## config.mk

```make
export PLATFORM = sky130hd
export DESIGN_NAME = i2c_register_access_master
export DESIGN_NICKNAME = d
export VERILOG_FILES = /design/src/rtl/core/i2cram_pkg.sv /design/src/rtl/core/i2cram_step.sv /design/src/rtl/core/i2cram_out_fifo.sv /design/src/rtl/core/i2c_register_access_master.sv
export SDC_FILE = /design/constraint.sdc
export NUM_CORES = 1
export LEC_CHECK = 0
export BUFFER_PORTS_ARGS = -buffer_cell sky130_fd_sc_hd__buf_2
export CAP_MARGIN = 30
export CORE_MARGIN = 5
export CORE_UTILIZATION = 40
export CTS_CLUSTER_SIZE = 12
export DETAILED_ROUTE_END_ITERATION = 10
export PLACE_DENSITY = 0.67
export RECOVER_POWER = 100
export SYNTH_ARGS = -nofsm -noshare
export SYNTH_HDL_FRONTEND = slang
export SYNTH_SLANG_ARGS = --single-unit
```

## constraint.sdc

```tcl
create_clock -name clk_i -period 4 [get_ports clk_i]
set_clock_uncertainty 0.05 [all_clocks]
set_input_delay 0.4 -clock clk_i [delete_from_list [all_inputs] [get_ports clk_i]]
set_output_delay 0.4 -clock clk_i [all_outputs]
set_load 0.03 [all_outputs]
```

## src/rtl/core/i2cram_pkg.sv

```systemverilog
// Shared types and constants of the I2C register-access master.
`default_nettype none

package i2cram_pkg;

  // Stream payload widths
  localparam int unsigned InDataW  = 24;
  localparam int unsigned InUserW  = 2;
  localparam int unsigned OutDataW = 16;

  // Address byte helpers
  localparam logic [7:0] MsbMask = 8'h80;
  localparam logic       ReadBit = 1'b1;
  localparam logic [2:0] LastBit = 3'd7;

  // Sequencer phases, one-hot
  typedef enum logic [14:0] {
    PH_IDLE      = 15'h0001,
    PH_START1    = 15'h0002,
    PH_SEND_DEVW = 15'h0004,
    PH_ACK_DEVW  = 15'h0008,
    PH_SEND_REG  = 15'h0010,
    PH_ACK_REG   = 15'h0020,
    PH_START2    = 15'h0040,
    PH_SEND_DEVR = 15'h0080,
    PH_ACK_DEVR  = 15'h0100,
    PH_RECV_REL  = 15'h0200,
    PH_RECV      = 15'h0400,
    PH_MACK      = 15'h0800,
    PH_SEND_DATA = 15'h1000,
    PH_ACK_DATA  = 15'h2000,
    PH_STOP      = 15'h4000
  } phase_e;

  // Full sequencer state
  typedef struct packed {
    phase_e     phase;
    logic [1:0] step;
    logic [2:0] bit_cnt;
    logic [7:0] shift;
    logic       opcode;
    logic [6:0] dev;
    logic [7:0] regad;
    logic [7:0] wdata;
    logic [7:0] rcv;
    logic       err;
    logic       scl;
    logic       sda;
  } state_t;

  // One decoded input beat
  typedef struct packed {
    logic       start_request;
    logic       opcode;
    logic [6:0] device_address;
    logic [7:0] register_address;
    logic [7:0] write_data;
    logic       sda_sampled;
  } tick_t;

endpackage : i2cram_pkg

`default_nettype wire

```

## src/rtl/core/i2cram_step.sv

```systemverilog
// Next-state logic of the I2C sequencer: one pin update per tick.
`default_nettype none

module i2cram_step
  import i2cram_pkg::*;
(
  input  state_t st_i,
  input  tick_t  tick_i,
  output state_t st_o,
  output logic   busy_o,
  output logic   done_o
);

  // Enter a phase with step and bit count cleared
  function automatic state_t go_phase(input state_t s, input phase_e p);
    state_t r;
    r         = s;
    r.phase   = p;
    r.step    = 2'd0;
    r.bit_cnt = 3'd0;
    return r;
  endfunction

  always_comb begin
    state_t s;
    s      = st_i;
    busy_o = 1'b0;
    done_o = 1'b0;

    // Latch a command on an idle tick
    if (s.phase == PH_IDLE) begin
      if (tick_i.start_request) begin
        s.opcode = tick_i.opcode;
        s.dev    = tick_i.device_address;
        s.regad  = tick_i.register_address;
        s.wdata  = tick_i.write_data;
        s.err    = 1'b0;
        s        = go_phase(s, PH_START1);
      end
    end

    // Advance one pin update
    if (s.phase != PH_IDLE) begin
      busy_o = 1'b1;
      case (s.phase)
        PH_START1, PH_START2: begin
          case (s.step)
            2'd0: s.sda = 1'b1;
            2'd1: s.scl = 1'b1;
            2'd2: s.sda = 1'b0;
            default: s.scl = 1'b0;
          endcase
          if (s.step == 2'd3) begin
            if (s.phase == PH_START1) begin
              s       = go_phase(s, PH_SEND_DEVW);
              s.shift = {s.dev, 1'b0};
            end else begin
              s       = go_phase(s, PH_SEND_DEVR);
              s.shift = {s.dev, ReadBit};
            end
          end else begin
            s.step = s.step + 2'd1;
          end
        end
        PH_SEND_DEVW, PH_SEND_REG, PH_SEND_DEVR, PH_SEND_DATA: begin
          if (s.step == 2'd0) begin
            s.sda  = |(s.shift & MsbMask);
            s.step = 2'd1;
          end else if (s.step == 2'd1) begin
            s.scl  = 1'b1;
            s.step = 2'd2;
          end else begin
            s.scl   = 1'b0;
            s.shift = {s.shift[6:0], 1'b0};
            if (s.bit_cnt == LastBit) begin
              case (s.phase)
                PH_SEND_DEVW: s = go_phase(s, PH_ACK_DEVW);
                PH_SEND_REG:  s = go_phase(s, PH_ACK_REG);
                PH_SEND_DEVR: s = go_phase(s, PH_ACK_DEVR);
                default:      s = go_phase(s, PH_ACK_DATA);
              endcase
            end else begin
              s.bit_cnt = s.bit_cnt + 3'd1;
              s.step    = 2'd0;
            end
          end
        end
        PH_ACK_DEVW, PH_ACK_REG, PH_ACK_DEVR, PH_ACK_DATA: begin
          if (s.step == 2'd0) begin
            s.sda  = 1'b1;
            s.step = 2'd1;
          end else if (s.step == 2'd1) begin
            s.scl  = 1'b1;
            s.err  = tick_i.sda_sampled;
            s.step = 2'd2;
          end else begin
            s.scl = 1'b0;
            // Route on the acknowledge; a NACK goes straight to stop
            if (s.err) begin
              s = go_phase(s, PH_STOP);
            end else begin
              case (s.phase)
                PH_ACK_DEVW: begin
                  s       = go_phase(s, PH_SEND_REG);
                  s.shift = s.regad;
                end
                PH_ACK_REG: begin
                  if (s.opcode) begin
                    s       = go_phase(s, PH_SEND_DATA);
                    s.shift = s.wdata;
                  end else begin
                    s = go_phase(s, PH_START2);
                  end
                end
                PH_ACK_DEVR: s = go_phase(s, PH_RECV_REL);
                default:     s = go_phase(s, PH_STOP);
              endcase
            end
          end
        end
        PH_RECV_REL: begin
          s.sda   = 1'b1;
          s       = go_phase(s, PH_RECV);
          s.shift = 8'h00;
        end
        PH_RECV: begin
          if (s.step == 2'd0) begin
            s.scl   = 1'b1;
            s.shift = {s.shift[6:0], tick_i.sda_sampled};
            s.step  = 2'd1;
          end else begin
            s.scl = 1'b0;
            if (s.bit_cnt == LastBit) begin
              s.rcv = s.shift;
              s     = go_phase(s, PH_MACK);
            end else begin
              s.bit_cnt = s.bit_cnt + 3'd1;
              s.step    = 2'd0;
            end
          end
        end
        PH_MACK: begin
          case (s.step)
            2'd0: s.sda = 1'b1;
            2'd1: s.scl = 1'b1;
            2'd2: s.scl = 1'b0;
            default: s.sda = 1'b1;
          endcase
          if (s.step == 2'd3) begin
            s = go_phase(s, PH_STOP);
          end else begin
            s.step = s.step + 2'd1;
          end
        end
        PH_STOP: begin
          if (s.step == 2'd0) begin
            s.sda  = 1'b0;
            s.step = 2'd1;
          end else if (s.step == 2'd1) begin
            s.scl  = 1'b1;
            s.step = 2'd2;
          end else begin
            s.sda  = 1'b1;
            s      = go_phase(s, PH_IDLE);
            done_o = 1'b1;
          end
        end
        default: begin
          s = go_phase(s, PH_IDLE);
        end
      endcase
    end

    st_o = s;
  end

endmodule : i2cram_step

`default_nettype wire

```

## src/rtl/core/i2cram_out_fifo.sv

```systemverilog
// Two-entry result queue that decouples the input and output streams.
`default_nettype none

module i2cram_out_fifo
  import i2cram_pkg::*;
(
  input  logic                clk_i,
  input  logic                rst_ni,
  input  logic                push_i,
  input  logic [OutDataW-1:0] data_i,
  output logic                full_o,
  output logic                m_axis_tvalid_o,
  input  logic                m_axis_tready_i,
  output logic [OutDataW-1:0] m_axis_tdata_o
);

  logic [OutDataW-1:0] mem_q [2];
  logic                wr_ptr_q, wr_ptr_d;
  logic                rd_ptr_q, rd_ptr_d;
  logic [1:0]          count_q, count_d;
  logic                pop;

  assign pop             = m_axis_tvalid_o && m_axis_tready_i;
  assign full_o          = count_q[1];
  assign m_axis_tvalid_o = (count_q != 2'd0);
  assign m_axis_tdata_o  = mem_q[rd_ptr_q];

  // Advance pointers and fill count
  always_comb begin
    wr_ptr_d = wr_ptr_q ^ push_i;
    rd_ptr_d = rd_ptr_q ^ pop;
    count_d  = count_q + {1'b0, push_i} - {1'b0, pop};
  end

  always_ff @(posedge clk_i or negedge rst_ni) begin
    if (!rst_ni) begin
      wr_ptr_q <= 1'b0;
      rd_ptr_q <= 1'b0;
      count_q  <= 2'd0;
    end else begin
      wr_ptr_q <= wr_ptr_d;
      rd_ptr_q <= rd_ptr_d;
      count_q  <= count_d;
    end
  end

  // Store the pushed beat
  always_ff @(posedge clk_i) begin
    if (push_i) begin
      mem_q[wr_ptr_q] <= data_i;
    end
  end

endmodule : i2cram_out_fifo

`default_nettype wire

```

## src/rtl/core/i2c_register_access_master.sv

```systemverilog
// Top level of the I2C register-access master: state register and stream ports.
`default_nettype none

// Each input beat is one bus tick and yields exactly one result beat with the
// SCL/SDA levels to drive after that tick, busy, done, status and the last
// read byte. Throughput is one tick per clock cycle: the sequencer state is
// updated by a single combinational step on every accepted beat, and results
// are held in a two-entry queue, so input is taken whenever that queue is not
// full, independent of the output ready in the same cycle. A write
// transaction spans 88 ticks, a read 113 ticks (fewer when the target
// NACKs, which ends the transaction with a stop and status 1). Commands
// (start_request with opcode and addresses) are only honored on idle ticks.
module i2c_register_access_master
  import i2cram_pkg::*;
(
  input  logic                clk_i,
  input  logic                rst_ni,
  input  logic                s_axis_tvalid_i,
  output logic                s_axis_tready_o,
  // [6:0] device_address, [14:7] register_address, [22:15] write_data,
  // [23] sda_sampled
  input  logic [InDataW-1:0]  s_axis_tdata_i,
  // [0] start_request, [1] opcode
  input  logic [InUserW-1:0]  s_axis_tuser_i,
  output logic                m_axis_tvalid_o,
  input  logic                m_axis_tready_i,
  // [0] scl_level, [1] sda_level, [2] busy_res, [3] done_res, [4] status,
  // [12:5] read_data, [15:13] zero
  output logic [OutDataW-1:0] m_axis_tdata_o
);

  state_t              state_q, state_d;
  tick_t               tick;
  logic                accept;
  logic                busy, done;
  logic                fifo_full;
  logic [OutDataW-1:0] result;

  // Unpack the input beat
  assign tick.start_request    = s_axis_tuser_i[0];
  assign tick.opcode           = s_axis_tuser_i[1];
  assign tick.device_address   = s_axis_tdata_i[6:0];
  assign tick.register_address = s_axis_tdata_i[14:7];
  assign tick.write_data       = s_axis_tdata_i[22:15];
  assign tick.sda_sampled      = s_axis_tdata_i[23];

  assign s_axis_tready_o = !fifo_full;
  assign accept          = s_axis_tvalid_i && s_axis_tready_o;

  i2cram_step u_step (
    .st_i   (state_q),
    .tick_i (tick),
    .st_o   (state_d),
    .busy_o (busy),
    .done_o (done)
  );

  // Hold state between beats
  always_ff @(posedge clk_i or negedge rst_ni) begin
    if (!rst_ni) begin
      state_q.phase   <= PH_IDLE;
      state_q.step    <= 2'd0;
      state_q.bit_cnt <= 3'd0;
      state_q.shift   <= 8'h00;
      state_q.opcode  <= 1'b0;
      state_q.dev     <= 7'h00;
      state_q.regad   <= 8'h00;
      state_q.wdata   <= 8'h00;
      state_q.rcv     <= 8'h00;
      state_q.err     <= 1'b0;
      state_q.scl     <= 1'b1;
      state_q.sda     <= 1'b1;
    end else if (accept) begin
      state_q <= state_d;
    end
  end

  // Pack the result beat
  assign result = {3'b000, state_d.rcv, state_d.err, done, busy, state_d.sda, state_d.scl};

  i2cram_out_fifo u_out_fifo (
    .clk_i           (clk_i),
    .rst_ni          (rst_ni),
    .push_i          (accept),
    .data_i          (result),
    .full_o          (fifo_full),
    .m_axis_tvalid_o (m_axis_tvalid_o),
    .m_axis_tready_i (m_axis_tready_i),
    .m_axis_tdata_o  (m_axis_tdata_o)
  );

`ifndef SYNTHESIS
  // A finished transaction leaves the sequencer idle with both lines released
  a_done_idle : assert property (@(posedge clk_i) disable iff (!rst_ni)
    accept && done |=> state_q.phase == PH_IDLE && state_q.scl && state_q.sda)
    else $error("sequencer not idle after done");

  // Idle ticks without a command keep the pins
  a_idle_hold : assert property (@(posedge clk_i) disable iff (!rst_ni)
    accept && state_q.phase == PH_IDLE && !tick.start_request
    |=> $stable(state_q.scl) && $stable(state_q.sda))
    else $error("pins moved on an idle tick");

  // Input stalls only while results wait
  a_stall_cause : assert property (@(posedge clk_i) disable iff (!rst_ni)
    !s_axis_tready_o |-> m_axis_tvalid_o)
    else $error("input stalled with empty result queue");

  // Done is only reported on a busy tick
  a_done_busy : assert property (@(posedge clk_i) disable iff (!rst_ni)
    done |-> busy)
    else $error("done without busy");
`endif

endmodule : i2c_register_access_master

`default_nettype wire

```

# Word level (Yosys, flattened, before mapping)
# Memories as Yosys holds them, arrays and structs flattened.
# Cells that the tools add are included.
dict set report totals {
  elab_cells 118
  mem_bits_rw 26
  input_bits 30
  out_inout_bits 18
  regBits 67
  memories 1
}
dict set report classes {
  muxes 66
  eq_ne 20
  reduce_logical 10
  n_bitwise 2
  n_addsub 4
}
# memory words word_bits read_ports rd_ports_with_merged_regs write_ports line_no
set memory_table {}
lappend memory_table {u_out_fifo.mem_q 2 13 1 0 1 i2cram_out_fifo.sv:17} ;# logic [OutDataW-1:0] mem_q [2];
# op n
set op_table {}
lappend op_table {{$pmux 63 s7} 1}
lappend op_table {{$mux 63} 4}
lappend op_table {{$pmux 63 s3} 1}
lappend op_table {{$pmux 62 s3} 1}
lappend op_table {{$mux 15} 11}
lappend op_table {{$mux 45} 3}
lappend op_table {{$mux 46} 2}
lappend op_table {{$mux 44} 2}
lappend op_table {{$mux 43} 2}
lappend op_table {{$mux 61} 1}
lappend op_table {{$mux 56} 1}
lappend op_table {{$mux 2} 10}
lappend op_table {{$mux 1} 18}
lappend op_table {{$eq 15x1->1 const B} 1}
lappend op_table {{$eq 15x10->1 const B} 1}
lappend op_table {{$eq 15x11->1 const B} 1}
lappend op_table {{$eq 15x12->1 const B} 1}
lappend op_table {{$eq 15x13->1 const B} 1}
lappend op_table {{$eq 15x14->1 const B} 1}
lappend op_table {{$eq 15x15->1 const B} 1}
lappend op_table {{$eq 15x2->1 const B} 1}
lappend op_table {{$eq 15x3->1 const B} 1}
lappend op_table {{$eq 15x4->1 const B} 1}
lappend op_table {{$eq 15x5->1 const B} 1}
lappend op_table {{other kinds (25)} 34}

# Depth between registers and ports, before layout
# Gate-level depths: netlist of run 1.
dict set report logic_depth {
  word_depth 9
  mapped_depth 15
  depth_no_buf 13
}

# Modules after synthesis
# Synthesis of run 1 repeated with hierarchy kept, for this count alone.
dict set report hier_totals {
  cells_unflattened 551
  area_unflattened_um2 6178.4
}
# module seq_area_each_um2 instances cells_each area_each_um2
set by_module_without_submodules {}
lappend by_module_without_submodules {i2c_register_access_master 1580.3 1 136 2672.6}
lappend by_module_without_submodules {i2cram_step 0.0 1 348 2094.5}
lappend by_module_without_submodules {i2cram_out_fifo 1061.0 1 67 1411.4}

# Worst setup path after synthesis of run 1
# OpenSTA, ideal clock, no wires.
dict set report synth_path {
  path_kind {reg-to-reg}
  start {register state_q[53] in the netlist's numbering}
  end {register state_q[35] in the netlist's numbering}
  period_less_slack_ns 3.486
  t_required_ns 3.825
  setup_time_ns 0.125
  arrival_ns 3.311
  path_stages_with_launch 14
  setup_slack_ns 0.514
  path_cell_list {dfrtp_1 > or4_1 > buf_2 > nor3_4 > nand3_4 > buf_6 > nand2_1 > inv_1 > ha_1 > or2_2 > clkbuf_1 > a211oi_1 > o311ai_4 > mux2_4}
}
dict set report synth_between {
  elab_chain_cells 9
}
# element line_no
set synth_rtl {}
lappend synth_rtl {{from (decl)} i2c_register_access_master.sv:32} ;# state_t state_q, state_d;
lappend synth_rtl {{from (signal assigned)} i2c_register_access_master.sv:74} ;# state_q <= state_d;
lappend synth_rtl {{$eq 15x1->1 / $mux 63 (equally long branches)} {i2cram_step.sv:31, i2cram_step.sv:32}}
lappend synth_rtl {{$mux 63 *} i2cram_step.sv:31} ;# if (s.phase == PH_IDLE) begin
lappend synth_rtl {{$eq 15x9->1, or another cell as far along} {i2cram_step.sv:45, i2cram_step.sv:102}}
lappend synth_rtl {{$pmux 63 s3} i2cram_step.sv:102} ;# case (s.phase)
lappend synth_rtl {{$mux 63} i2cram_step.sv:99} ;# if (s.err) begin
lappend synth_rtl {{$mux 43} i2cram_step.sv:92} ;# end else if (s.step == 2'd1) begin
lappend synth_rtl {{$mux 45} i2cram_step.sv:89} ;# if (s.step == 2'd0) begin
lappend synth_rtl {{$pmux 63 s7} i2cram_step.sv:45} ;# case (s.phase)
lappend synth_rtl {{$mux 63 *} i2cram_step.sv:43} ;# if (s.phase != PH_IDLE) begin
# Mark *: on every way between the ends. The rest lies on a longest branch, timed or not.
# A chain may end at the register's enable or synchronous reset.

# Worst setup path after layout of run 1
dict set report layout_path {
  start {register state_q[57] in the netlist's numbering}
  end {register state_q[35] in the netlist's numbering}
}
# Same word-level chain as after synthesis.

==> results.yml, run 1 <==
status:
  status: "finished clean"
final_layout:
  final_common_cell: "nand2_1"
  antenna_cells: 0
  mostFrequentLayoutCells: "nand2_1 (65), dfrtp_1 (64), mux2_2 (51), nor2_1 (33), buf_2 (28)"
  layout-drive-gt1-share: 0.238
  layout.nets: 598
  area_growth_pct: 13.1
  instances_no_fill: 738
global_route:
  grt_pass1_wl_mm: 23.3
  antenna_found_initial: 0
  track_usage: 0.183
  grt-ovfl-total: 0
  grt_max_degree: 49
  grt_pass1_vias: 4324
detailed_routing:
  via_per_inst: 5.82
  finalWirelength_mm: 14.3
  antenna_left: 0
  vias: 4294
  first_pass_iters: 5
  remaining_drc_errors: 0
  drtIter0Drc: 403
  wl_per_cell_um: 19.3
critical_path:
  worstReg2RegEnd: "state_q[35]"
  path_depth: 10
  critPathBufInv: 1
  reg2regPathDepth: 10
  slowest_stage: "or4_1"
  cp-end-kind: "register"
  path_max_fanout: 11
  critPathKind: "reg2reg"
  r2r-start: "state_q[57]"
  cpPeakStageDelay_ns: 0.61
  critPathLaunchType: "register"
  critPathTopFamily: "simple AND/OR/NAND/NOR gates"
  cp.arrival_ns: 3.87
  r2r_slack_ns: 0.31
  crit_required_ns: 4.18
  worstPathCellList: "or4_1 > nor2_2 > nand3_1 > nand2_1 > inv_1 > ha_1 > or2_2 > a211oi_1 > o311ai_4 > mux2_1"
die:
  die_width_um: 126
  die_area_um2: 15800
  coreArea_um2: 13200
  initial_core_util: 0.405
  fp.dieH_um: 126
  rows: 42
  ioPinCount: 48
logic_synthesis:
  yosys_warnings: 0
  synth-edff-count: 26
  synth.top_cell.area_share: 0.300
  ys_seq_area_frac: 0.460
  avgSynthCellArea_um2: 10.5
  async_flop_share: 0.720
  synthFlopType: "dfrtp_1"
  synth_seq_cells: 93
  yosysUniqueCellTypes: 73
  netlist_area_um2: 5350
  yosysTopAreaCell: "dfrtp_1"
  ys_top_cells_by_area: "dfrtp_1 (30%), edfxtp_1 (15%), mux2_2 (12%)"
  syn_inst: 508
placed_design:
  place_ws_ns: 0.476
  gp_congestion: 0.919
  hpwlAfterDp_mm: 10.7
  numPortBuffers: 44
  dp_cells: 721
timing:
  drv_slew: 0
  setup_viol: 0
  hold_violations: 0
  setup_ws_ns: 0.311
  tns_ns: 0
  fin_crit_ns: 3.69
  slew_headroom: 0.102
  tightest_slew_ns: 1.35
  max_freq_ghz: 0.271
  period_share: 0.922
  rsz0062_at_grt: "false"
power_and_ir_drop:
  intPower_uw: 2340
  pwr-share-seq: 0.371
  p_switching_uw: 1520
  p_leak_uw: 0.00256
  power_density_nw_per_um2: 639
  p_clk_frac: 0.225
  p_total_uw: 3860
  switching_share: 0.394
  combPwrFrac: 0.403
  vdd_ir_drop_max_v: 0.000325
min_path:
  whs_path_depth: 2
  hp-class: "in2reg"
  hold_end: "state_q[15]"
  holdCritStartpoint: "s_axis_tdata_i[19]"
cts:
  clock-root-buffer: "clkbuf_16"
  clk_latency_ns: 0.34
  clock-sinks: 93
  cts_buffers: 9
  clkTransAtPathRegs_ns: 0.07
  cts_buffer_depth: 2
  cts_tree: "done"
  h-tree-depth: 3
run:
  cap_violations: 0
## logic make-up after synthesis
logic type / count (synthesis) / synth area share
adder cells (fa/ha/maj): 11 / 0.0257
AND/OR/NAND/NOR: 191 / 0.191
flip-flops: 93 / 0.460
buffers and inverters: 42 / 0.0358
XOR/XNOR: 4 / 0.00655
multiplexers: 63 / 0.135
other: 1 / 0.000701
AO/OA/AOI/OAI: 103 / 0.145
## worst reg2reg max path: cells and delay by family (launching register included)
kind            cells  cell delay [ns]
compound gates      2             0.60
fa+ha+maj           1             0.29
buf+inv             1             0.10
flops               1             0.49
mux                 1             0.38
simple gates        5             1.67
## final cells by class
type	instances	area, um2
repair buffers	62	325
clock inverters	7	78.8
flip-flops and latches	93	2460
inverters	16	60.1
fillers	1257	7150
clock buffers	9	225
multi-input cells	375	2670
well taps	176	220
## power by group through the flow
stage / clock (uW) / sequential, uW / combinational, uW
2_1_floorplan: 0 / 1350 / 1210
3_3_place_gp: 0 / 1440 / 1580
3_5_place_dp: 0 / 1450 / 1590
4_1_cts: 894 / 1430 / 1600
5_1_grt: 934 / 1470 / 1700
6_report: 870 / 1430 / 1560
## synthesized netlist by cell type (all sizes together), types with 4 or more instances
cell type   n
nand2      65
dfrtp      64
mux2       62
nor2       34
edfxtp     26
o21ai      22
a21oi      16
inv        16
buf        14
nor3       13
clkbuf     12
nand3      12
ha         11
nor2b       9
nor4        9
a221o       8
a22oi       8
nand4       7
or2         6
a31oi       5
and4        5
nand4b      5
nor4b       5
a211oi      4
a21o        4
and2        4
nand2b      4
## worst max-delay path by stage
| stage | startpoint | endpoint | slack, ns |
|---|---|---|---|
| 6_report | state_q[57] | state_q[35] | 0.31 |
| 5_1_grt | state_q[57] | state_q[38] | 0.18 |
| 4_1_cts | state_q[57] | state_q[35] | 0.45 |
| 3_5_place_dp | state_q[57] | state_q[35] | 0.48 |
| 3_3_place_gp | state_q[57] | state_q[38] | 0.56 |
| 2_1_floorplan | state_q[53] | state_q[35] | 0.51 |
## sequential cells by signal, indices dropped and copies added (netlist names)
signal / flops
state_q: 63
u_out_fifo.count_q: 2
u_out_fifo.mem_q: 26
u_out_fifo.rd_ptr_q: 1
u_out_fifo.wr_ptr_q: 1
## layer usage
metal / track usage / wire length [um] / vias up
met5: 0 / 0 / -
met4: 0.0721 / 371 / 0
met3: 0.0343 / 925 / 29
met2: 0.283 / 6400 / 172
met1: 0.256 / 6550 / 2093
li1: - / - / 2000
## stage by stage
stage | util | cell area (um2) | hold slack, ns
2_1_floorplan | - | 5350 | 0.0544
6_report | 0.458 | 6040 | 0.234
3_5_place_dp | 0.439 | 5790 | 0.373
4_1_cts | 0.463 | 6100 | 0.225
3_3_place_gp | 0.439 | 5790 | 0.353
5_1_grt | 0.458 | 6040 | 0.233
## timing repair
item / 4_1_cts / 5_1_grt
setup buffers: 0 / 0
gates resized for setup: 0 / 0
hold endpoints to repair: 3 / 0
setup endpoints to repair: 0 / 0
hold buffers: 1 / 0
(Power assumes the default switching activity.)
==> inputs of run 2 (changes only) <==
PLACE_DENSITY = 0.68   (was 0.67)
==> results.yml, run 2 (synthesis gave the netlist of run 1 again) <==
status:
  status: "finished with violations"
  violations: "capacitance limit, slew limit"
timing:
  hold_violations: 0
  slew_headroom: -0.0467
  rsz0062_at_grt: "false"
  setup_ws_ns: 0.351
  tightest_slew_ns: 1.57
  max_freq_ghz: 0.274
  period_share: 0.912
  fin_crit_ns: 3.65
  tns_ns: 0
  setup_viol: 0
  drv_slew: 26
run:
  cap_violations: 1
cts:
  cts_buffer_depth: 2
  cts_hold_buf: 0
  clkTransAtPathRegs_ns: 0.07
  post_cts_buffers: 0
  clk_latency_ns: 0.35
  cts_repair_resize_count: 0
  cts_tree: "done"
  h-tree-depth: 3
  clock-sinks: 93
  cts_buffers: 9
  clock-root-buffer: "clkbuf_16"
final_layout:
  layout-drive-gt1-share: 0.239
  final_common_cell: "nand2_1"
  reg_top3: "state_q (63), u_out_fifo.mem_q (26), u_out_fifo.count_q (2)"
  antenna_cells: 0
  regMostFlops: "state_q"
  mostFrequentLayoutCells: "nand2_1 (65), dfrtp_1 (64), mux2_2 (50), nor2_1 (33), buf_2 (29)"
  instances_no_fill: 740
  largest_register_ffs: 63
  area_growth_pct: 13.6
  layout.nets: 600
power_and_ir_drop:
  intPower_uw: 2350
  combPwrFrac: 0.400
  switching_share: 0.396
  p_switching_uw: 1540
  pwr-share-seq: 0.367
  vdd_ir_drop_max_v: 0.000317
  p_leak_uw: 0.00258
  p_clk_frac: 0.234
  power_density_nw_per_um2: 640
die:
  rows: 42
  die_width_um: 126
  ioPinCount: 48
  initial_core_util: 0.405
  fp.dieH_um: 126
  coreArea_um2: 13200
  die_area_um2: 15800
placed_design:
  gp_congestion: 0.956
  hpwlAfterDp_mm: 10.7
  place_ws_ns: 0.413
  numPortBuffers: 44
  dp_cells: 724
detailed_routing:
  wl_per_cell_um: 19.4
  antenna_left: 0
  via_per_inst: 5.85
  drtIter0Drc: 352
  finalWirelength_mm: 14.4
  remaining_drc_errors: 0
  vias: 4326
  first_pass_iters: 5
global_route:
  antenna_found_initial: 0
  grt_pass1_vias: 4306
  grt_pass1_wl_mm: 23.4
  grt-ovfl-total: 0
  track_usage: 0.185
  grt_max_degree: 44
critical_path:
  r2r_slack_ns: 0.35
  cp-startpoint: "state_q[57]"
  critPathKind: "reg2reg"
  worstReg2RegEnd: "state_q[35]"
  cp.arrival_ns: 3.82
  r2r-start: "state_q[57]"
  crit_required_ns: 4.17
  critPathLaunchType: "register"
  reg2regPathDepth: 9
  path_max_fanout: 11
  cp-end-kind: "register"
min_path:
  holdCritStartpoint: "s_axis_tdata_i[19]"
  whs_path_depth: 2
  hp-class: "in2reg"
  hold_end: "state_q[15]"
[run 2: cell types whose count changed in the layout (fill, tap and decap cells not counted), moves of 2 or more]
| cell | delta |
|---|---|
| clkbuf_1 | +2 |
| inv_8 | +2 |
| and2_0 | -2 |
| and2_1 | +2 |
[run 2: per-stage QoR]
stage / utilization / instance area (um2) / power, uW / hold slack, ns
final: 0.460 / 6070 / 3890 / 0.232
after global routing: 0.460 / 6070 / 4130 / 0.222
after CTS: 0.465 / 6130 / 3940 / 0.0356
after detailed placement: 0.441 / 5810 / 3020 / 0.414
after global placement: 0.441 / 5810 / 3010 / 0.398
after floorplan: - / 5350 / 2560 / 0.0544
[run 2: critical path: stages (launching register included)]
cell	delay, ns
dfrtp_1	0.49
or4_1	0.61
nor2_2	0.31
nand3_4	0.13
nand2_1	0.18
ha_1	0.37
nor2_1	0.13
nor4b_1	0.56
o311ai_4	0.31
mux2_1	0.38
[run 2: final cells by class]
class                      count  area (um2)
fill                        1289        7120
clock inverter                 7        88.8
inverter                      16        60.1
sequential                    93        2460
multi-input combinational    375        2690
clock buffer                   9         225
timing repair buffer          64         330
tap                          176         220
[run 2: layer usage]
| layer | global-route usage | up-vias | wire (um) |
|---|---|---|---|
| met5 | 0 | - | 0 |
| met4 | 0.0893 | 0 | 478 |
| met3 | 0.0373 | 36 | 786 |
| met2 | 0.270 | 165 | 6450 |
| met1 | 0.261 | 2110 | 6660 |
| li1 | - | 2015 | - |
[run 2: how the worst max path moves through the flow]
| stage | to | slack [ns] | cells after the start |
|---|---|---|---|
| 6_report | state_q[35] | 0.35 | 9 |
| 5_1_grt | state_q[54] | 0.16 | 11 |
| 3_5_place_dp | state_q[35] | 0.41 | 9 |
| 4_1_cts | u_out_fifo.mem_q[0][1] | 0.42 | 10 |
| 2_1_floorplan | state_q[35] | 0.51 | 13 |
| 3_3_place_gp | state_q[35] | 0.46 | 9 |
[run 2: power by group through the flow]
stage	sequential (uW)	combinational, uW	clock, uW
5_1_grt	1460	1700	975
4_1_cts	1430	1580	928
2_1_floorplan	1350	1210	0
3_3_place_gp	1430	1570	0
3_5_place_dp	1440	1580	0
6_report	1430	1550	909
